[src/fwpid_pkg.sv]
// shared types and constants of the four-wheel pid controller
package fwpid_pkg;

   localparam int WHEELS     = 4;
   localparam int WHEEL_W    = 2;
   localparam int DATA_W     = 32;
   localparam int GAIN_W     = 16;
   localparam int BOUND_W    = 31;
   localparam int CSR_IDX_W  = 3;
   localparam int CSR_DATA_W = 31;
   localparam int MCAND_W    = 48;
   localparam int PROD_W     = 64;
   localparam int SUM_W      = 58;
   localparam int MCNT_W     = 4;

   typedef logic [CSR_IDX_W-1:0] csr_index_type;

   localparam csr_index_type CSR_GAIN_P   = 3'd0;
   localparam csr_index_type CSR_GAIN_I   = 3'd1;
   localparam csr_index_type CSR_GAIN_D   = 3'd2;
   localparam csr_index_type CSR_TICK_SEC = 3'd3;
   localparam csr_index_type CSR_TPS      = 3'd4;
   localparam csr_index_type CSR_INT_MAX  = 3'd5;
   localparam csr_index_type CSR_WARN_LVL = 3'd6;

   localparam logic [GAIN_W-1:0]  TICK_SEC_RST = 16'd655;
   localparam logic [GAIN_W-1:0]  TPS_RST      = 16'd100;
   localparam logic [BOUND_W-1:0] INT_MAX_RST  = 31'd655360;
   localparam logic [BOUND_W-1:0] WARN_LVL_RST = 31'd524288;

   typedef struct packed {
      logic signed [DATA_W-1:0] target_w0;
      logic signed [DATA_W-1:0] target_w1;
      logic signed [DATA_W-1:0] target_w2;
      logic signed [DATA_W-1:0] target_w3;
      logic signed [DATA_W-1:0] measured_w0;
      logic signed [DATA_W-1:0] measured_w1;
      logic signed [DATA_W-1:0] measured_w2;
      logic signed [DATA_W-1:0] measured_w3;
   } req_data_type;

   typedef struct packed {
      logic signed [DATA_W-1:0] drive_w0;
      logic signed [DATA_W-1:0] drive_w1;
      logic signed [DATA_W-1:0] drive_w2;
      logic signed [DATA_W-1:0] drive_w3;
      logic                     integral_warning;
   } rsp_data_type;

   typedef enum logic [3:0] {
      ST_IDLE,
      ST_ERR,
      ST_MUL,
      ST_INT,
      ST_DER,
      ST_ACC_D,
      ST_ACC_P,
      ST_ACC_I,
      ST_DONE
   } state_type;

endpackage

[src/fwpid_if.sv]
// valid/ready channel interfaces of the four-wheel pid controller
interface fwpid_req_if;
   logic                       valid;
   logic                       ready;
   fwpid_pkg::req_data_type    data;
   modport source (output valid, output data, input ready);
   modport sink   (input valid, input data, output ready);
endinterface

interface fwpid_rsp_if;
   logic                       valid;
   logic                       ready;
   fwpid_pkg::rsp_data_type    data;
   modport source (output valid, output data, input ready);
   modport sink   (input valid, input data, output ready);
endinterface

interface fwpid_csr_if;
   logic                                   valid;
   logic                                   ready;
   fwpid_pkg::csr_index_type               index;
   logic [fwpid_pkg::CSR_DATA_W-1:0]       data;
   modport source (output valid, output index, output data, input ready);
   modport sink   (input valid, input index, input data, output ready);
endinterface

[src/four_wheel_pid_feedforward_top.sv]
// four-wheel velocity pid controller with setpoint feedforward, top level
//
// req_ch carries one item per control tick: four setpoints and four measured
// velocities, signed q16.16. rsp_ch returns one item: four saturated drive
// values and the integral warning flag. csr_ch writes the seven registers
// (gains, tick period and rate, integral clamp, warning level); it is always
// ready and should be written only while the block is idle.
// All products come from one shift-add multiplier that takes one multiplier
// bit per cycle, five products per wheel, wheels in turn. The block takes
// no new item until all four wheels are done; rsp_ch.valid and req_ch.ready
// then rise in the same cycle, once the output register is free.
// The result sits in an output register: the next item is accepted and
// worked on while it waits, and only the hand-over of that next result
// waits for rsp_ch.ready.
// Reset (synchronous, active high) restores the register defaults and clears
// the per-wheel integrals and previous errors.
module four_wheel_pid_feedforward_top (
   input  logic          clock,
   input  logic          reset,
   fwpid_req_if.sink     req_ch,
   fwpid_rsp_if.source   rsp_ch,
   fwpid_csr_if.sink     csr_ch
);

   localparam int DW = fwpid_pkg::DATA_W;
   localparam int MW = fwpid_pkg::MCAND_W;
   localparam int PW = fwpid_pkg::PROD_W;
   localparam int SW = fwpid_pkg::SUM_W;
   localparam int GW = fwpid_pkg::GAIN_W;
   localparam int BW = fwpid_pkg::BOUND_W;
   localparam int NW = fwpid_pkg::WHEELS;

   logic [GW-1:0] gain_p_ff, gain_p_in, gain_i_ff, gain_i_in, gain_d_ff, gain_d_in;
   logic [GW-1:0] tick_sec_ff, tick_sec_in, tps_ff, tps_in;
   logic [BW-1:0] int_max_ff, int_max_in, warn_lvl_ff, warn_lvl_in;

   fwpid_pkg::state_type state_ff, state_in, ret_ff, ret_in;
   logic [fwpid_pkg::WHEEL_W-1:0] wheel_ff, wheel_in;
   logic [fwpid_pkg::MCNT_W-1:0]  cnt_ff, cnt_in;

   logic signed [DW-1:0] target_ff [NW], target_in [NW];
   logic signed [DW-1:0] meas_ff   [NW], meas_in   [NW];
   logic signed [DW-1:0] integ_ff  [NW], integ_in  [NW];
   logic signed [DW-1:0] last_ff   [NW], last_in   [NW];
   logic signed [DW-1:0] drive_ff  [NW], drive_in  [NW];

   logic signed [DW-1:0] err_ff, err_in;
   logic signed [MW-1:0] mcand_ff, mcand_in;
   logic [GW-1:0]        mplr_ff, mplr_in;
   logic signed [PW-1:0] acc_ff, acc_in;
   logic signed [SW-1:0] sum_ff, sum_in;
   logic                 warn_ff, warn_in;

   logic                    rsp_valid_ff, rsp_valid_in;
   fwpid_pkg::rsp_data_type rsp_data_ff, rsp_data_in;

   logic                    accept;
   logic                    out_free;

   logic signed [DW:0]   diff;
   logic signed [DW-1:0] err_sat;
   logic signed [DW+1:0] isum, ilim, inlim, iclamp;
   logic signed [DW+1:0] warn_s;
   logic signed [DW:0]   ddiff;
   logic signed [MW-1:0] deriv;
   logic signed [SW-1:0] term;
   logic signed [SW-1:0] sum_fin;
   logic signed [DW-1:0] drive_sat;

   assign accept       = req_ch.valid && req_ch.ready;
   assign out_free     = !rsp_valid_ff || rsp_ch.ready;
   assign req_ch.ready = (state_ff == fwpid_pkg::ST_IDLE);
   assign csr_ch.ready = 1'b1;
   assign rsp_ch.valid = rsp_valid_ff;
   assign rsp_ch.data  = rsp_data_ff;

   // arithmetic shared by the sequencer steps
   always_comb begin
      diff    = {target_ff[0][DW-1], target_ff[0]} - {meas_ff[0][DW-1], meas_ff[0]};
      err_sat = diff[DW-1:0];
      if (diff[DW] != diff[DW-1]) begin
         err_sat = diff[DW] ? {1'b1, {(DW-1){1'b0}}} : {1'b0, {(DW-1){1'b1}}};
      end

      isum  = {{2{integ_ff[0][DW-1]}}, integ_ff[0]}
            + {{2{acc_ff[47]}}, acc_ff[47:16]};
      ilim  = {3'b000, int_max_ff};
      inlim = -ilim;
      priority if (isum > ilim) begin
         iclamp = ilim;
      end else if (isum < inlim) begin
         iclamp = inlim;
      end else begin
         iclamp = isum;
      end
      warn_s = {3'b000, warn_lvl_ff};

      ddiff = {err_ff[DW-1], err_ff} - {last_ff[0][DW-1], last_ff[0]};

      deriv = acc_ff[MW-1:0];
      if (acc_ff[MW] != acc_ff[MW-1]) begin
         deriv = acc_ff[MW] ? {1'b1, {(MW-1){1'b0}}} : {1'b0, {(MW-1){1'b1}}};
      end

      term    = {{(SW-PW+8){acc_ff[PW-1]}}, acc_ff[PW-1:8]};
      sum_fin = sum_ff + term;
      drive_sat = sum_fin[DW-1:0];
      if ((sum_fin[SW-1:DW-1] != '0) && (sum_fin[SW-1:DW-1] != '1)) begin
         drive_sat = sum_fin[SW-1] ? {1'b1, {(DW-1){1'b0}}} : {1'b0, {(DW-1){1'b1}}};
      end
   end

   // next state
   always_comb begin
      state_in = state_ff;
      unique case (state_ff)
         fwpid_pkg::ST_IDLE:  if (accept) state_in = fwpid_pkg::ST_ERR;
         fwpid_pkg::ST_ERR:   state_in = fwpid_pkg::ST_MUL;
         fwpid_pkg::ST_MUL:   if (cnt_ff == '1) state_in = ret_ff;
         fwpid_pkg::ST_INT:   state_in = fwpid_pkg::ST_MUL;
         fwpid_pkg::ST_DER:   state_in = fwpid_pkg::ST_MUL;
         fwpid_pkg::ST_ACC_D: state_in = fwpid_pkg::ST_MUL;
         fwpid_pkg::ST_ACC_P: state_in = fwpid_pkg::ST_MUL;
         fwpid_pkg::ST_ACC_I: begin
            state_in = (wheel_ff == '1) ? fwpid_pkg::ST_DONE : fwpid_pkg::ST_ERR;
         end
         fwpid_pkg::ST_DONE:  if (out_free) state_in = fwpid_pkg::ST_IDLE;
         default:             state_in = fwpid_pkg::ST_IDLE;
      endcase
   end

   // datapath and register writes
   always_comb begin
      gain_p_in   = gain_p_ff;
      gain_i_in   = gain_i_ff;
      gain_d_in   = gain_d_ff;
      tick_sec_in = tick_sec_ff;
      tps_in      = tps_ff;
      int_max_in  = int_max_ff;
      warn_lvl_in = warn_lvl_ff;
      ret_in      = ret_ff;
      wheel_in    = wheel_ff;
      cnt_in      = cnt_ff;
      target_in   = target_ff;
      meas_in     = meas_ff;
      integ_in    = integ_ff;
      last_in     = last_ff;
      drive_in    = drive_ff;
      err_in      = err_ff;
      mcand_in    = mcand_ff;
      mplr_in     = mplr_ff;
      acc_in      = acc_ff;
      sum_in      = sum_ff;
      warn_in     = warn_ff;
      rsp_data_in = rsp_data_ff;
      rsp_valid_in = rsp_valid_ff && !rsp_ch.ready;

      if (csr_ch.valid && csr_ch.ready) begin
         unique case (csr_ch.index)
            fwpid_pkg::CSR_GAIN_P:   gain_p_in   = csr_ch.data[GW-1:0];
            fwpid_pkg::CSR_GAIN_I:   gain_i_in   = csr_ch.data[GW-1:0];
            fwpid_pkg::CSR_GAIN_D:   gain_d_in   = csr_ch.data[GW-1:0];
            fwpid_pkg::CSR_TICK_SEC: tick_sec_in = csr_ch.data[GW-1:0];
            fwpid_pkg::CSR_TPS:      tps_in      = csr_ch.data[GW-1:0];
            fwpid_pkg::CSR_INT_MAX:  int_max_in  = csr_ch.data[BW-1:0];
            fwpid_pkg::CSR_WARN_LVL: warn_lvl_in = csr_ch.data[BW-1:0];
            default: ;
         endcase
      end

      unique case (state_ff)
         fwpid_pkg::ST_IDLE: begin
            if (accept) begin
               target_in[0] = req_ch.data.target_w0;
               target_in[1] = req_ch.data.target_w1;
               target_in[2] = req_ch.data.target_w2;
               target_in[3] = req_ch.data.target_w3;
               meas_in[0]   = req_ch.data.measured_w0;
               meas_in[1]   = req_ch.data.measured_w1;
               meas_in[2]   = req_ch.data.measured_w2;
               meas_in[3]   = req_ch.data.measured_w3;
               warn_in      = 1'b0;
               wheel_in     = '0;
            end
         end
         fwpid_pkg::ST_ERR: begin
            err_in   = err_sat;
            sum_in   = {{(SW-DW){target_ff[0][DW-1]}}, target_ff[0]};
            mcand_in = {{(MW-DW){err_sat[DW-1]}}, err_sat};
            mplr_in  = tick_sec_ff;
            acc_in   = '0;
            cnt_in   = '0;
            ret_in   = fwpid_pkg::ST_INT;
         end
         fwpid_pkg::ST_MUL: begin
            acc_in  = {acc_ff[PW-2:0], 1'b0}
                    + (mplr_ff[GW-1] ? {{(PW-MW){mcand_ff[MW-1]}}, mcand_ff} : '0);
            mplr_in = {mplr_ff[GW-2:0], 1'b0};
            cnt_in  = cnt_ff + 1'b1;
         end
         fwpid_pkg::ST_INT: begin
            integ_in[0] = iclamp[DW-1:0];
            warn_in     = warn_ff || (iclamp >= warn_s);
            mcand_in    = {{(MW-DW-1){ddiff[DW]}}, ddiff};
            mplr_in     = tps_ff;
            acc_in      = '0;
            cnt_in      = '0;
            ret_in      = fwpid_pkg::ST_DER;
         end
         fwpid_pkg::ST_DER: begin
            mcand_in = deriv;
            mplr_in  = gain_d_ff;
            acc_in   = '0;
            cnt_in   = '0;
            ret_in   = fwpid_pkg::ST_ACC_D;
         end
         fwpid_pkg::ST_ACC_D: begin
            sum_in   = sum_fin;
            mcand_in = {{(MW-DW){err_ff[DW-1]}}, err_ff};
            mplr_in  = gain_p_ff;
            acc_in   = '0;
            cnt_in   = '0;
            ret_in   = fwpid_pkg::ST_ACC_P;
         end
         fwpid_pkg::ST_ACC_P: begin
            sum_in   = sum_fin;
            mcand_in = {{(MW-DW){integ_ff[0][DW-1]}}, integ_ff[0]};
            mplr_in  = gain_i_ff;
            acc_in   = '0;
            cnt_in   = '0;
            ret_in   = fwpid_pkg::ST_ACC_I;
         end
         fwpid_pkg::ST_ACC_I: begin
            // rotate per-wheel state so the next wheel sits at entry 0
            for (int i = 0; i < NW - 1; i++) begin
               target_in[i] = target_ff[i+1];
               meas_in[i]   = meas_ff[i+1];
               integ_in[i]  = integ_ff[i+1];
               last_in[i]   = last_ff[i+1];
               drive_in[i]  = drive_ff[i+1];
            end
            integ_in[NW-1] = integ_ff[0];
            last_in[NW-1]  = err_ff;
            drive_in[NW-1] = drive_sat;
            wheel_in       = wheel_ff + 1'b1;
         end
         fwpid_pkg::ST_DONE: begin
            if (out_free) begin
               rsp_data_in.drive_w0         = drive_ff[0];
               rsp_data_in.drive_w1         = drive_ff[1];
               rsp_data_in.drive_w2         = drive_ff[2];
               rsp_data_in.drive_w3         = drive_ff[3];
               rsp_data_in.integral_warning = warn_ff;
               rsp_valid_in                 = 1'b1;
            end
         end
         default: ;
      endcase
   end

   always_ff @(posedge clock) begin
      if (reset) begin
         state_ff     <= fwpid_pkg::ST_IDLE;
         ret_ff       <= fwpid_pkg::ST_IDLE;
         wheel_ff     <= '0;
         cnt_ff       <= '0;
         rsp_valid_ff <= 1'b0;
         gain_p_ff    <= '0;
         gain_i_ff    <= '0;
         gain_d_ff    <= '0;
         tick_sec_ff  <= fwpid_pkg::TICK_SEC_RST;
         tps_ff       <= fwpid_pkg::TPS_RST;
         int_max_ff   <= fwpid_pkg::INT_MAX_RST;
         warn_lvl_ff  <= fwpid_pkg::WARN_LVL_RST;
         for (int i = 0; i < NW; i++) begin
            integ_ff[i] <= '0;
            last_ff[i]  <= '0;
         end
      end else begin
         state_ff     <= state_in;
         ret_ff       <= ret_in;
         wheel_ff     <= wheel_in;
         cnt_ff       <= cnt_in;
         rsp_valid_ff <= rsp_valid_in;
         gain_p_ff    <= gain_p_in;
         gain_i_ff    <= gain_i_in;
         gain_d_ff    <= gain_d_in;
         tick_sec_ff  <= tick_sec_in;
         tps_ff       <= tps_in;
         int_max_ff   <= int_max_in;
         warn_lvl_ff  <= warn_lvl_in;
         integ_ff     <= integ_in;
         last_ff      <= last_in;
      end
   end

   // payload registers
   always_ff @(posedge clock) begin
      target_ff   <= target_in;
      meas_ff     <= meas_in;
      drive_ff    <= drive_in;
      err_ff      <= err_in;
      mcand_ff    <= mcand_in;
      mplr_ff     <= mplr_in;
      acc_ff      <= acc_in;
      sum_ff      <= sum_in;
      warn_ff     <= warn_in;
      rsp_data_ff <= rsp_data_in;
   end

endmodule
[src/flat_wrapper.sv]
// flat-port wrapper written by rule: the top's interface ports become plain ports
module four_wheel_pid_feedforward_top_flat 
  (clock, reset, req_ch_valid, req_ch_data, req_ch_ready, rsp_ch_valid, rsp_ch_data, rsp_ch_ready, csr_ch_valid, csr_ch_index, csr_ch_data, csr_ch_ready);
  fwpid_req_if req_ch_i ();
  fwpid_rsp_if rsp_ch_i ();
  fwpid_csr_if csr_ch_i ();
  input  logic clock;
  input  logic reset;
  input wire logic [$bits(req_ch_i.valid)-1:0] req_ch_valid;
  input wire logic [$bits(req_ch_i.data)-1:0] req_ch_data;
  output wire logic [$bits(req_ch_i.ready)-1:0] req_ch_ready;
  output wire logic [$bits(rsp_ch_i.valid)-1:0] rsp_ch_valid;
  output wire logic [$bits(rsp_ch_i.data)-1:0] rsp_ch_data;
  input wire logic [$bits(rsp_ch_i.ready)-1:0] rsp_ch_ready;
  input wire logic [$bits(csr_ch_i.valid)-1:0] csr_ch_valid;
  input wire logic [$bits(csr_ch_i.index)-1:0] csr_ch_index;
  input wire logic [$bits(csr_ch_i.data)-1:0] csr_ch_data;
  output wire logic [$bits(csr_ch_i.ready)-1:0] csr_ch_ready;
  assign req_ch_i.valid = req_ch_valid;
  assign req_ch_i.data = req_ch_data;
  assign req_ch_ready = req_ch_i.ready;
  assign rsp_ch_valid = rsp_ch_i.valid;
  assign rsp_ch_data = rsp_ch_i.data;
  assign rsp_ch_i.ready = rsp_ch_ready;
  assign csr_ch_i.valid = csr_ch_valid;
  assign csr_ch_i.index = csr_ch_index;
  assign csr_ch_i.data = csr_ch_data;
  assign csr_ch_ready = csr_ch_i.ready;
  four_wheel_pid_feedforward_top u_core (.clock(clock), .reset(reset), .req_ch(req_ch_i), .rsp_ch(rsp_ch_i), .csr_ch(csr_ch_i));
endmodule
[config.mk]
export PLATFORM = sky130hd
export DESIGN_NAME = four_wheel_pid_feedforward_top_flat
export DESIGN_NICKNAME = d
export VERILOG_FILES = /design/src/fwpid_pkg.sv /design/src/fwpid_if.sv /design/src/four_wheel_pid_feedforward_top.sv /design/src/flat_wrapper.sv
export SDC_FILE = /design/constraint.sdc
export NUM_CORES = 2
export LEC_CHECK = 0
export BUFFER_PORTS_ARGS = -buffer_cell sky130_fd_sc_hd__buf_2
export CAP_MARGIN = 15
export CORE_UTILIZATION = 31
export CTS_CLUSTER_SIZE = 14
export DETAILED_ROUTE_END_ITERATION = 10
export PLACE_DENSITY = 0.57
export SLEW_MARGIN = 25
export SYNTH_ARGS = -nofsm -noshare
export SYNTH_HDL_FRONTEND = slang
export SYNTH_SLANG_ARGS = --single-unit
[constraint.sdc]
create_clock -name clock -period 12.1 [get_ports clock]
set_clock_uncertainty 0.2 [all_clocks]
set_input_delay 2.42 -clock clock [delete_from_list [all_inputs] [get_ports clock]]
set_output_delay 2.42 -clock clock [all_outputs]
set_load 0.05 [all_outputs]
### Word level (Yosys, flattened, before mapping)

Cells that the tools add are included.

* bits in registers: 1145
* bits in latches: 0
* bits in writable memories: 0
* ROM bits: 0
* input bits: 295
* logic and storage cells: 138
* memories: 0

* $add $sub $neg: 8
* multipliers: 0
* divide/modulo/power cells: 0
* $lt $le $gt $ge: 3
* equality and inequality tests: 22
* shift-type cells: 0
* muxes and demuxes: 31
* bitwise logic cells: 0
* reduce and logical (&&, ||, !) cells: 31

Operators with widths (count)
* 96-bit one-hot mux with 2 select lines: 2
* 128-bit 2-to-1 mux: 2
* 48-bit one-hot mux with 5 select lines: 1
* 32-bit 2-to-1 mux: 4
* 64-bit one-hot mux with 2 select lines: 1
* 58-bit one-hot mux with 2 select lines: 1
* 48-bit 2-to-1 mux: 2
* 16-bit one-hot mux with 6 select lines: 1
* 34-bit 2-to-1 mux: 2
* 32-bit by 32-bit subtractor with 33-bit output: 2
* 64-bit adder: 1
* 64-bit 2-to-1 mux: 1
* 32-bit one-hot mux with 2 select lines: 1
* 58-bit by 56-bit adder with 58-bit output: 1
* 4-bit one-hot mux with 5 select lines: 2
* 34-bit by 32-bit >= comparator with 1-bit output: 1
* 34-bit by 32-bit > comparator with 1-bit output: 1
* 34-bit less-than comparator: 1
* 31-bit negator with 34-bit output: 1
* 32-bit by 32-bit adder with 33-bit output: 1
* 27-bit inequality test (second input constant): 1
* 27-bit nonzero test: 1
* 2-bit AND reduction: 11
* 4-bit by 3-bit equality test with 1-bit output (second input constant): 4
* 29 further kinds: 49

### Depth between registers and ports, before layout

* depth after elaboration: 7
* mapped depth: 36
* depth with buffers taken out: 35

### Worst setup path before layout

No wires, ideal clock.

* path type: input -> register
* start: input port rsp_ch_ready
* end: register u_core.rsp_data_ff, in the netlist u_core.rsp_ch.data[0] (enable)
* library setup time: 0.632 ns
* arrival: 8.229 ns
* data required time: 11.268 ns
* slack: 3.039 ns
* stages: 2
* path buffers: 0
* cell sequence: nand2b_1 nor2b_1

* word-level cells in the longest chain between the ends: 2

RTL lines
* from (decl): line flat_wrapper.sv:14 `input wire logic [$bits(rsp_ch_i.ready)-1:0] rsp_ch_ready;`
* 1-bit logical OR: line four_wheel_pid_feedforward_top.sv:71 `assign out_free = !rsp_valid_ff || rsp_ch.ready;`
* 2-bit AND reduction (no source line)
* to (signal assigned): line four_wheel_pid_feedforward_top.sv:308 `rsp_data_ff <= rsp_data_in;`
* to (decl): line four_wheel_pid_feedforward_top.sv:55 `fwpid_pkg::rsp_data_type rsp_data_ff, rsp_data_in;`

Every way passes these cells.
A chain may end at the register's enable or synchronous reset.

### Worst setup path in the final report

* start: register u_core.acc_ff[16]
* end: register u_core.warn_ff (data pin)

* word-level cells in the longest chain between the ends: 7

RTL lines
* from (decl): line four_wheel_pid_feedforward_top.sv:50 `logic signed [PW-1:0] acc_ff, acc_in;`
* from (signal assigned): line four_wheel_pid_feedforward_top.sv:305 `acc_ff <= acc_in;`
* 32-bit by 32-bit adder with 33-bit output (*): line four_wheel_pid_feedforward_top.sv:86 `+ {{2{acc_ff[47]}}, acc_ff[47:16]};`
* 34-bit less-than comparator: line four_wheel_pid_feedforward_top.sv:91 `end else if (isum < inlim) begin`
* 34-bit 2-to-1 mux: line four_wheel_pid_feedforward_top.sv:91
* 34-bit 2-to-1 mux (*): line four_wheel_pid_feedforward_top.sv:89 `priority if (isum > ilim) begin`
* 34-bit by 32-bit >= comparator with 1-bit output (*): line four_wheel_pid_feedforward_top.sv:203 `warn_in = warn_ff || (iclamp >= warn_s);`
* 1-bit logical OR (*): line four_wheel_pid_feedforward_top.sv:203
* 1-bit one-hot mux with 2 select lines (*): line four_wheel_pid_feedforward_top.sv:171 `unique case (state_ff)`
* to (signal assigned): line four_wheel_pid_feedforward_top.sv:307 `warn_ff <= warn_in;`
* to (decl): line four_wheel_pid_feedforward_top.sv:52 `logic warn_ff, warn_in;`

Every way passes the cells marked *; elsewhere a longest branch is shown, timed or not.

==> metrics.md <==
| Metric | Value |
|---|---|
| Xor/xnor share of the synthesized area | 3.13% |
| Worst reg-to-reg setup slack | 2900 ps |
| Slew headroom | 27.6% |
| Placed Cells | 8,301 |
| Final setup vio count | 0 |
| Vias per std cell | 5.26 |
| Worst-path fanout max | 40 |
| Nets | 6,585 |
| Final count of hold timing violations | 0 |
| Initial antenna violation count | 15 |
| Post-layout minimum cycle time | 9200 ps |
| Peak supply drop | 0.159 mV |
| Final Non-Filler Cells | 8,552 |
| Final Cycle Share | 76.1% |
| Clk buf depth | 3 |
| Die width | 431 um |
| Mapped Cells | 5,661 |
| Post-Synth Adder-Cell Area | 7.30% |
| Initial Util | 31.2% |
| CP Launch Type | flip-flop |
| CTS tree | yes |
| Cts hold-fix bufs | 0 |
| Syn Std Cell Area | 57,100 um2 |
| Compound-cell area share of the yosys netlist | 19.1% |
| Most frequent cell after synthesis | nand2_1 |
| CP max-delay cell | edfxtp_1 |
| Avg Cell Area, Syn | 10.1 um2 |
| Largest net degree at the start of global routing | 203 |
| RSZ-0062 raised after global routing | false |
| Post-synthesis mux area share | 0.359% |
| Dpl ws | 2950 ps |
| Main area contributors after synthesis | edfxtp_1 38%, dfxtp_1 14%, ha_1 6.9%, nand2_1 6.9%, a21oi_1 5.4% |
| Number of max-cap violations | 0 |
| WS Path Type | flip-flop to flip-flop |
| Synth Area in Simple Gates | 13.5% |
| Seq/Total Area, Yosys | 52.9% |
| Grt ovf | 0 |
| First-pass GRT wire length | 277,000 um |
| Reg clk slew, reported paths | 60 ps |
| Area leader, netlist | edfxtp_1 |
| CTS Buf Count | 132 |
| Drt pass-1 iters | 6 |
| CTS root buffer | clkbuf_16 |
| FFs w/ async S/R, synth | 0% |
| Worst slew pin tran | 1090 ps |
| Status | completed |
| DRT antenna net count | 0 |
| Total GRT Usage | 19.8% |
| Predominant post-synthesis flop cell | edfxtp_1 |
| Data required time of the worst path | 12,420 ps |
| Gpl congestion | 0.971 |
| Syn_nets | 6,275 |
| Total I/O pin count | 427 |
| Largest family of logic cells by synthesized area | compound AO/OA/AOI/OAI gates |
| CTS sink cnt | 1,144 |
| Pwr per Cell Area | 274 nW/um2 |
| Die H | 431 um |
| Post-route setup TNS | 0 ps |
| Full die area | 186,000 um2 |
| CORE AREA | 183,000 um2 |
| Layout cell share with drive strength beyond 1 | 12.7% |
| Leak | 24.6 nW |
| Final instance area | 66,100 um2 |
| Routed len/inst | 22.2 um |
| Residual DRC count | 0 |
| EDFF count, synth | 732 |
| Synth unique cells | 98 |
| Worst Hold Class | flip-flop to flip-flop |
| Post-cts repair resize count | 0 |
| Port bufs | 425 |
| CP top delay family | compound AO/OA/AOI/OAI gates |
| HPWL after DPL | 140,000 um |
| DP Area | 61,700 um2 |
| Synth warn | 0 |
| Hold WS | 215 ps |
| Post-CTS setup buffer count | 0 |
| Share of the synthesized area in the top cell type | 38.5% |
| F_max | 109 MHz |
| H-Tree Depth | 4 |
| Post-synth top cells | 1,044 x nand2_1, 732 x edfxtp_1, 612 x a21oi_1, 412 x dfxtp_1, 314 x ha_1 |
| Cell Rows | 157 |
| Vias in the first global route | 42,200 |
| CP dominant cell by count | a21o_1 |
| Synth-to-Final Area Change | 15.7% |
| Final Max Slew Viols | 0 |
| CP arrival | 9520 ps |
| Initial DRC Count | 4,375 |
| Endpoint class of the critical path | flip-flop |
| Post-Route WL | 190,000 um |
| Seq cells post-synth | 1,144 |
| Clock latency on the worst-skew pair | 800 ps |
| Vias | 45,000 |
| Crit path buf inv count | 1 |
| CP max stage delay | 530 ps |
| Setup ws final | 2900 ps |
-- path summary, 6_finish.rpt --
kind,startpoint,end,cells after the start
max,u_core.acc_ff[16],u_core.warn_ff,35
min,u_core.drive_ff[106],u_core.rsp_ch.data[107],0
max reg2reg,u_core.acc_ff[16],u_core.warn_ff,35
min reg2reg,u_core.drive_ff[106],u_core.rsp_ch.data[107],0
-- cell usage in the layout (no fill, tap or decap), types with 132 or more instances in the layout --
cell type,netlist,routed
xnor2_1,138,138
a22o_1,193,193
dfxtp_1,412,412
ha_1,314,314
o21ai_0,246,245
clkbuf_16,0,132
nand2_1,1044,1041
edfxtp_1,732,732
inv_1,224,223
a21o_1,134,134
a21oi_1,612,610
nor2_1,264,260
buf_2,14,424
-- report_power, final --
group          internal [mW]  leakage, nW  switching (mW)
clock network           2.25         2.07            1.72
registers               5.34         10.2           0.615
logic                   2.78         12.4            5.42
total                   10.4         24.6            7.76
-- state kept, by name, indices dropped and copies added, names as in the netlist, 32 cells and up --
name                cells
u_core.rsp_ch.data    129
u_core.meas_ff        128
u_core.integ_ff       128
u_core.mcand_ff        48
u_core.acc_ff          64
u_core.target_ff      128
u_core.sum_ff          58
u_core.err_ff          32
u_core.drive_ff       128
u_core.last_ff        128
-- metrics by stage --
stage,utilization (%),total power [mW]
6_report,36.1,18.1
5_1_grt,36.1,19.1
4_1_cts,36.1,18.1
3_5_place_dp,33.7,14.1
3_3_place_gp,33.7,14.0
2_1_floorplan,-,11.4
-- logic make-up after synthesis --
kind of cell               count (synthesis)
DFF                                     1144
AOI/OAI and AO/OA                       1658
muxes                                     20
xor gates and xnor gates                 204
other                                      1
buffers and inverters                    532
adders and majority gates                333
and+or+nand+nor                         1769
-- area by class of cell --
type | instances | area [um2]
inverter | 227 | 870
multi-input combinational | 3985 | 24900
timing repair buffer | 481 | 2600
clock buffer | 175 | 3550
fill | 18500 | 117000
clock inverter | 68 | 786
tap | 2464 | 3080
antenna | 8 | 20.0
sequential | 1144 | 30200
-- layer usage --
layer,vias to the layer above,global-route usage (%),share of wire (%)
met4,4,8.77,4.5
met2,1405,31.2,46
met3,313,3.20,5.9
met5,-,0,0.014
li1,21300,-,-
met1,22000,26.6,44
(Power assumes the default switching activity.)
